`src/ppbr_pkg.sv`:
```
package ppbr_pkg;

	localparam logic [2:0] OP_PUSH    = 3'd0;
	localparam logic [2:0] OP_POP     = 3'd1;
	localparam logic [2:0] OP_DROP    = 3'd2;
	localparam logic [2:0] OP_SWAP    = 3'd3;
	localparam logic [2:0] OP_RESTART = 3'd4;

	localparam logic [1:0] MODE_PASS = 2'd0;
	localparam logic [1:0] MODE_A2B  = 2'd1;
	localparam logic [1:0] MODE_B2A  = 2'd2;

	typedef struct packed {
		logic       push;
		logic       pop;
		logic       drop;
		logic       clr;
		logic [7:0] data;
		logic [7:0] n;
	} ring_cmd_t;

endpackage

```
`src/ping_pong_byte_ring_buffer_unit.sv`:
```
// Ping-pong pair of byte rings A and B with a three-way mode.
// Input channel (in_valid/in_ready): one word carries opcode, push_byte and
// drop_count. Opcodes: push, pop, drop newest, swap mode, restart ring A.
// Output channel (out_valid/out_ready): one word per input word with the
// popped byte, the empty flag, the mode and both fill levels after the op.
// The word is registered at input acceptance, then applied to the ring
// pointers and memories as it moves into the result register; the popped
// byte comes from the registered read port of the ring memory.
// Throughput: one word per cycle while the receiver does not stall, set by
// the pointer update and the one write plus one read port of each ring memory.
// When the receiver stalls, the result holds and one more word is taken
// into the input register; in_ready then drops until the result leaves.
// Reset empties both rings and selects pass-through mode; memory contents
// are not cleared, since a pop only reaches bytes that a push wrote.
module ping_pong_byte_ring_buffer_unit #(
	parameter int DEPTH = 256
) (
	input  logic       clk,
	input  logic       arst_n,
	input  logic       in_valid,
	output logic       in_ready,
	input  logic [2:0] opcode,
	input  logic [7:0] push_byte,
	input  logic [7:0] drop_count,
	output logic       out_valid,
	input  logic       out_ready,
	output logic [7:0] read_byte,
	output logic       read_was_empty,
	output logic [1:0] mode_now,
	output logic [8:0] fill_a,
	output logic [8:0] fill_b
);
	import ppbr_pkg::*;

	localparam int CW = $clog2(DEPTH + 1);

	logic          v_s1, v_s2;
	logic [2:0]    op_s1;
	logic [7:0]    byte_s1, n_s1;
	logic          got_s2, empty_s2, selb_s2;
	logic [1:0]    mode_q, mode_nx;
	logic          adv, got, empty, sel_b;
	ring_cmd_t     cmd_a, cmd_b;
	logic [CW-1:0] count_a, count_b;
	logic [7:0]    rd_a, rd_b;

	assign adv      = v_s1 && (!v_s2 || out_ready);
	assign in_ready = !v_s1 || adv;

	always_ff @(posedge clk or negedge arst_n) begin
		if (!arst_n) begin
			v_s1   <= 1'b0;
			v_s2   <= 1'b0;
			mode_q <= MODE_PASS;
		end else begin
			if (in_ready) v_s1 <= in_valid;
			if (adv) begin
				v_s2   <= 1'b1;
				mode_q <= mode_nx;
			end else if (out_ready) begin
				v_s2 <= 1'b0;
			end
		end
	end

	always_ff @(posedge clk) begin
		if (in_ready && in_valid) begin
			op_s1   <= opcode;
			byte_s1 <= push_byte;
			n_s1    <= drop_count;
		end
		if (adv) begin
			got_s2   <= got;
			empty_s2 <= empty;
			selb_s2  <= sel_b;
		end
	end

	ppbr_ctrl #(.DEPTH(DEPTH)) u_ctrl (
		.op      (op_s1),
		.data    (byte_s1),
		.n       (n_s1),
		.mode    (mode_q),
		.count_a (count_a),
		.count_b (count_b),
		.cmd_a   (cmd_a),
		.cmd_b   (cmd_b),
		.mode_nx (mode_nx),
		.got     (got),
		.empty   (empty),
		.sel_b   (sel_b)
	);

	ppbr_ring #(.DEPTH(DEPTH)) u_ring_a (
		.clk     (clk),
		.arst_n  (arst_n),
		.en      (adv),
		.cmd     (cmd_a),
		.count   (count_a),
		.rd_data (rd_a)
	);

	ppbr_ring #(.DEPTH(DEPTH)) u_ring_b (
		.clk     (clk),
		.arst_n  (arst_n),
		.en      (adv),
		.cmd     (cmd_b),
		.count   (count_b),
		.rd_data (rd_b)
	);

	assign out_valid      = v_s2;
	assign read_byte      = got_s2 ? (selb_s2 ? rd_b : rd_a) : 8'h00;
	assign read_was_empty = empty_s2;
	assign mode_now       = mode_q;
	assign fill_a         = 9'(count_a);
	assign fill_b         = 9'(count_b);

	assert property (@(posedge clk) disable iff (!arst_n)
		v_s2 && !out_ready |=> $stable(mode_q) && $stable(count_a) && $stable(count_b))
		else $error("state moved while result stalled");

	assert property (@(posedge clk) disable iff (!arst_n)
		v_s2 |-> !(got_s2 && empty_s2))
		else $error("pop both delivered and empty");

	assert property (@(posedge clk) disable iff (!arst_n)
		!in_ready |-> v_s1 && v_s2 && !out_ready)
		else $error("input stalled without a full pipeline");

	assert property (@(posedge clk) disable iff (!arst_n)
		adv && cmd_a.pop |-> count_a != '0)
		else $error("pop issued to empty ring A");

endmodule

```
`src/ppbr_ring.sv`:
```
module ppbr_ring #(
	parameter int DEPTH = 256,
	localparam int CW = $clog2(DEPTH + 1)
) (
	input  logic               clk,
	input  logic               arst_n,
	input  logic               en,
	input  ppbr_pkg::ring_cmd_t cmd,
	output logic [CW-1:0]      count,
	output logic [7:0]         rd_data
);
	import ppbr_pkg::*;

	localparam int PW = $clog2(DEPTH);
	localparam int DW = ((CW > 8) ? CW : 8) + 1;

	logic [7:0]    mem [DEPTH];
	logic [7:0]    rd_q;
	logic [PW-1:0] head_q, tail_q;
	logic [CW-1:0] count_q;
	logic [PW-1:0] head_nx, tail_nx;
	logic [DW-1:0] back, back_w;
	logic          full, too_many;

	assign full     = (count_q >= CW'(DEPTH));
	assign head_nx  = (head_q == PW'(DEPTH - 1)) ? '0 : head_q + PW'(1);
	assign tail_nx  = (tail_q == PW'(DEPTH - 1)) ? '0 : tail_q + PW'(1);
	assign too_many = (DW'(cmd.n) > DW'(count_q)) || (cmd.n == 8'd0);
	assign back     = DW'(tail_q) - DW'(cmd.n);
	assign back_w   = back[DW-1] ? back + DW'(DEPTH) : back;

	always_ff @(posedge clk or negedge arst_n) begin
		if (!arst_n) begin
			head_q  <= '0;
			tail_q  <= '0;
			count_q <= '0;
		end else if (en) begin
			if (cmd.clr || (cmd.drop && too_many)) begin
				head_q  <= '0;
				tail_q  <= '0;
				count_q <= '0;
			end else if (cmd.drop) begin
				tail_q  <= back_w[PW-1:0];
				count_q <= count_q - CW'(cmd.n);
			end else if (cmd.push) begin
				tail_q <= tail_nx;
				if (full) begin
					head_q <= head_nx;
				end else begin
					count_q <= count_q + CW'(1);
				end
			end else if (cmd.pop) begin
				head_q  <= head_nx;
				count_q <= count_q - CW'(1);
			end
		end
	end

	always_ff @(posedge clk) begin
		if (en && cmd.push) begin
			mem[tail_q] <= cmd.data;
		end
		if (en) begin
			rd_q <= mem[head_q];
		end
	end

	assign count   = count_q;
	assign rd_data = rd_q;

	assert property (@(posedge clk) disable iff (!arst_n) count_q <= CW'(DEPTH))
		else $error("ring fill above depth");

endmodule

```
`src/ppbr_ctrl.sv`:
```
module ppbr_ctrl #(
	parameter int DEPTH = 256,
	localparam int CW = $clog2(DEPTH + 1)
) (
	input  logic [2:0]          op,
	input  logic [7:0]          data,
	input  logic [7:0]          n,
	input  logic [1:0]          mode,
	input  logic [CW-1:0]       count_a,
	input  logic [CW-1:0]       count_b,
	output ppbr_pkg::ring_cmd_t cmd_a,
	output ppbr_pkg::ring_cmd_t cmd_b,
	output logic [1:0]          mode_nx,
	output logic                got,
	output logic                empty,
	output logic                sel_b
);
	import ppbr_pkg::*;

	logic wr_b;

	assign wr_b  = (mode == MODE_A2B);
	assign sel_b = (mode == MODE_B2A);

	always_comb begin
		cmd_a      = '0;
		cmd_b      = '0;
		cmd_a.data = data;
		cmd_b.data = data;
		cmd_a.n    = n;
		cmd_b.n    = n;
		mode_nx    = mode;
		got        = 1'b0;
		empty      = 1'b0;
		case (op)
			OP_PUSH: begin
				if (wr_b) cmd_b.push = 1'b1;
				else cmd_a.push = 1'b1;
			end
			OP_POP: begin
				if ((sel_b ? count_b : count_a) == '0) begin
					empty = 1'b1;
				end else begin
					got = 1'b1;
					if (sel_b) cmd_b.pop = 1'b1;
					else cmd_a.pop = 1'b1;
				end
			end
			OP_DROP: begin
				if (wr_b) cmd_b.drop = 1'b1;
				else cmd_a.drop = 1'b1;
			end
			OP_SWAP: begin
				if (mode == MODE_PASS) begin
					mode_nx = MODE_A2B;
				end else if (mode == MODE_A2B) begin
					if (count_a == '0) mode_nx = MODE_B2A;
					else cmd_b.clr = 1'b1;
				end else begin
					if (count_b == '0) mode_nx = MODE_A2B;
					else cmd_a.clr = 1'b1;
				end
			end
			OP_RESTART: begin
				cmd_a.clr = 1'b1;
				mode_nx   = MODE_PASS;
			end
			default: begin
			end
		endcase
	end

endmodule

```
`config.mk`:
```
export PLATFORM = sky130hd
export DESIGN_NAME = ping_pong_byte_ring_buffer_unit
export DESIGN_NICKNAME = d
export VERILOG_FILES = /design/src/ppbr_pkg.sv /design/src/ping_pong_byte_ring_buffer_unit.sv /design/src/ppbr_ring.sv /design/src/ppbr_ctrl.sv
export SDC_FILE = /design/constraint.sdc
export NUM_CORES = 2
export LEC_CHECK = 0
export BUFFER_PORTS_ARGS = -buffer_cell sky130_fd_sc_hd__buf_2
export CORE_ASPECT_RATIO = 1.75
export CORE_UTILIZATION = 33
export DETAILED_ROUTE_END_ITERATION = 10
export HOLD_SLACK_MARGIN = 0.02
export PLACE_DENSITY = 0.49
export SYNTH_ARGS = -nofsm -noshare
export SYNTH_HDL_FRONTEND = slang
export SYNTH_SLANG_ARGS = --single-unit
```
`constraint.sdc`:
```
create_clock -name clk -period 7 [get_ports clk]
set_input_delay 1.05 -clock clk [delete_from_list [all_inputs] [get_ports clk]]
set_output_delay 1.05 -clock clk [all_outputs]
set_load 0.02 [all_outputs]
```
==> impl_metrics.tcl <==
set metrics [dict create \
    status "finished, violations left" \
    violations "capacitance limit, slew limit" \
    top_layer "met5" \
    start_util 0.332 \
    clock_sinks 4188 \
    synth_nets 8023 \
    slew_headroom -0.130 \
    nets 8230 \
    comb_power_share 0.237 \
    grt_usage 0.198 \
    die_area_um2 502000 \
    min_period_over_period 0.717 \
    cp_slowest_cell "o21ai_0" \
    layout-drive-gt1-share 0.228 \
    final_cell_mix "edfxtp_1, mux4_2, nor2_1, clkbuf_16, mux2i_1" \
    overflow 0 \
    drc 0 \
    clk_latency_ns 0.96 \
    synth-main-ff-cell "edfxtp_1" \
    postPlaceCellArea_um2 173000 \
    worstPathArrival_ns 5.73 \
    die_h_um 936 \
    swShare 0.297 \
    crit_fanout 32 \
    grt_start_max_net_pins 188 \
    first_global_vias 85800 \
    critical_path.cell_chain "buf_4 -> mux4_2 -> mux4_2 -> o21ai_0 -> a21oi_1 -> or3_1" \
    synth_edf_count 4134 \
    skew_ns 0.0456 \
    critPathMaxStageDelay_ns 1.29 \
    core_um2 496000 \
    synth.distinct_cells 79 \
    first_pass_iters 6 \
    start_kind "flip-flop" \
    setup_viol 0 \
    num_vias 80700 \
    place.gp.congestion 0.867 \
    intPower_mw 46.3 \
    final_antenna_net_count 0 \
    path_class "flip-flop to flip-flop" \
    rsz0062_at_grt "no" \
    vias_per_cell 5.37 \
    crit_path_frequent_cell "mux4_2" \
    tightest_slew_ns 1.68 \
    p_per_area_nw_per_um2 354 \
    routedWlPerCell_um 33.4 \
    clock.fmax_mhz 199 \
    cts_resized 0 \
    htreeDepth 5 \
    synthCells 7940 \
    dp_hpwl_um 322000 \
    worstPathRequired_ns 7.71 \
    cts_tree "yes" \
    synth-seq-area-share 0.763 \
    seqPwrFrac 0.430 \
    pwr-share-clk 0.333 \
    drtIter0Drc 7468 \
    clock_path_buffers 4 \
    syn_area_um2 165000 \
    cp-end-kind "flip-flop" \
    wl_met2_um 276000 \
    drv_slew 2 \
    final_common_cell "edfxtp_1" \
    ys_ff_latch 4188 \
    met3_wirelength_um 21800 \
    port_buffers 53 \
    max-vdd-ir-drop_uv 285 \
    p_total_mw 65.9 \
    io_pins 54 \
    routed_wl_um 502000 \
    hold_path.class "input pin to flip-flop" \
    met1_length_um 176000 \
    clk_pin_slew_ns 0.07 \
    synthArstFlopShare 0.0129 \
    switchingPower_mw 19.6 \
    rr_worst_depth 6 \
    max-cap-violations 1 \
    num-fill-cells 44500 \
    cts_buffers 395 \
    hold_viol_final 0 \
    cts-root-buf "clkbuf_16" \
    synth_warnings 0 \
    syn_to_final_growth_pct 13.0 \
    min_path_cells 1 \
    die_w_um 536 \
    antenna_found_initial 13 \
    rows 342 \
    grt_pass1_wl_um 697000 \
    period_needed_ns 5.02 \
    p_leak_nw 56.0 \
    postSynthAreaPerCell_um2 20.7 \
    fin_area_um2 186000 \
]
what timing repair did:
item / 4_1_cts / 5_1_grt
buffers inserted: 0 / 0
endpoints found under the hold margin: 3 / 0
hold buffers: 1 / 0
sequential cells by signal, summed over array words and instances (netlist names), 9 cells and up:
signal	cells
u_ring_a.count	9
u_ring_a.mem	2048
u_ring_b.count	9
u_ring_b.mem	2048
synthesized netlist by cell type, types with 8 or more instances:
cell type  instances  share of area
nand3_1           79         0.0024
a2111oi_0         16        0.00085
a22oi_1          186         0.0085
nor3b_1            8        0.00037
o41ai_1            9        0.00048
o31ai_1           30         0.0014
a31oi_1           22        0.00084
edfxtp_1        4134           0.75
o211ai_1           8        0.00037
nor4_1            19        0.00072
a311oi_1          11        0.00059
dfrtp_1           54         0.0082
o221ai_1          46         0.0024
mux4_1             9         0.0014
nand4_1           14        0.00053
clkbuf_1         225         0.0051
a211oi_1          41         0.0019
ha_1              54         0.0041
a221oi_1          30         0.0016
nor2_1           620          0.014
a22o_1            22         0.0012
nor3_1            50         0.0015
nand2b_1          15        0.00057
and3_1            11        0.00042
buf_4             59         0.0027
buf_6             48         0.0033
o21ai_0          114         0.0035
buf_2            102         0.0031
nor2b_1           46         0.0017
a21oi_1          147         0.0045
inv_1             42        0.00096
xor2_1            13        0.00069
nand2_1          185         0.0042
mux4_2           988           0.14
xnor2_1           19         0.0010
mux2i_1          264          0.016
buf_1             31        0.00071
o22ai_1           63         0.0024
and2_1            16        0.00061
a21o_1             8        0.00037
metal layers:
layer / track usage / vias to the layer above
met1: 0.216 / 44000
li1: - / 33500
met3: 0.0235 / 747
met4: 0.0992 / 2
met2: 0.376 / 2498
met5: 0 / -
cell type report:
class	count	area, um^2	area share
sequential	4188	126000	0.675
multi-input combinational	3235	36600	0.197
clock buffer	469	10400	0.0560
tap	6536	8180	0.0440
timing repair buffer	283	2530	0.0136
clock inverter	255	2510	0.0135
inverter	44	170	0.000915
antenna	10	25.0	0.000135
stage by stage:
| step | TNS [ns] | std cells | worst slack, ns | utilization | hold slack (ns) |
|---|---|---|---|---|---|
| floorplan | -2429.53 | 7940 | -0.593 | - | 0.457 |
| global placement | 0 | 14300 | 1.10 | 0.349 | 0.552 |
| detailed placement | 0 | 14300 | 2.03 | 0.349 | 0.523 |
| CTS | 0 | 15000 | 2.10 | 0.375 | 0.177 |
| global route | 0 | 15000 | 2.06 | 0.375 | 0.220 |
| finish | 0 | 15000 | 1.98 | 0.375 | 0.269 |
critical path, delay by kind of cell, from the launching register on:
kind / cells / cell delay (ns)
buffers and inverters: 1 / 0.63
muxes: 2 / 1.14
DFF: 1 / 1.00
AOI/OAI and AO/OA: 2 / 1.52
and+or+nand+nor: 1 / 0.40
worst paths after layout:
check                                            endpoint                           start  slack [ns]
hold / removal                       byte_s1[7]$_DFFE_PP_                    push_byte[7]        0.27
setup / recovery            u_ring_a.rd_data[0]$_DFFE_PP_  u_ring_a.head_q[0]$_DFFE_PN0P_        1.98
hold reg to reg                     out_valid$_DFFE_PN0P_                v_s1$_DFFE_PN0N_        0.52
max in group asynchronous  u_ring_a.head_q[0]$_DFFE_PN0P_                          arst_n        5.38
min in group asynchronous                v_s1$_DFFE_PN0N_                          arst_n        0.45
setup reg to reg            u_ring_a.rd_data[0]$_DFFE_PP_  u_ring_a.head_q[0]$_DFFE_PN0P_        1.98
cell families after synthesis:
family / count (synthesis) / share of synthesized area
AND/OR/NAND/NOR: 1086 / 0.0283
XOR/XNOR: 32 / 0.00170
AO/OA/AOI/OAI: 791 / 0.0328
flip-flops: 4188 / 0.763
adder cells (fa/ha/maj): 60 / 0.00484
buffers and inverters: 517 / 0.0166
multiplexers: 1266 / 0.153
power by group through the flow:
| stage | clock, mW | combinational, mW | sequential (mW) |
|---|---|---|---|
| after floorplan | 0 | 10.1 | 28.9 |
| after global placement | 0 | 15.9 | 28.9 |
| after detailed placement | 0 | 15.9 | 28.9 |
| after CTS | 22.3 | 15.9 | 28.3 |
| after global routing | 23.1 | 16.3 | 28.4 |
| final | 21.9 | 15.6 | 28.4 |
No activity file was read; power rests on OpenSTA's default activity.
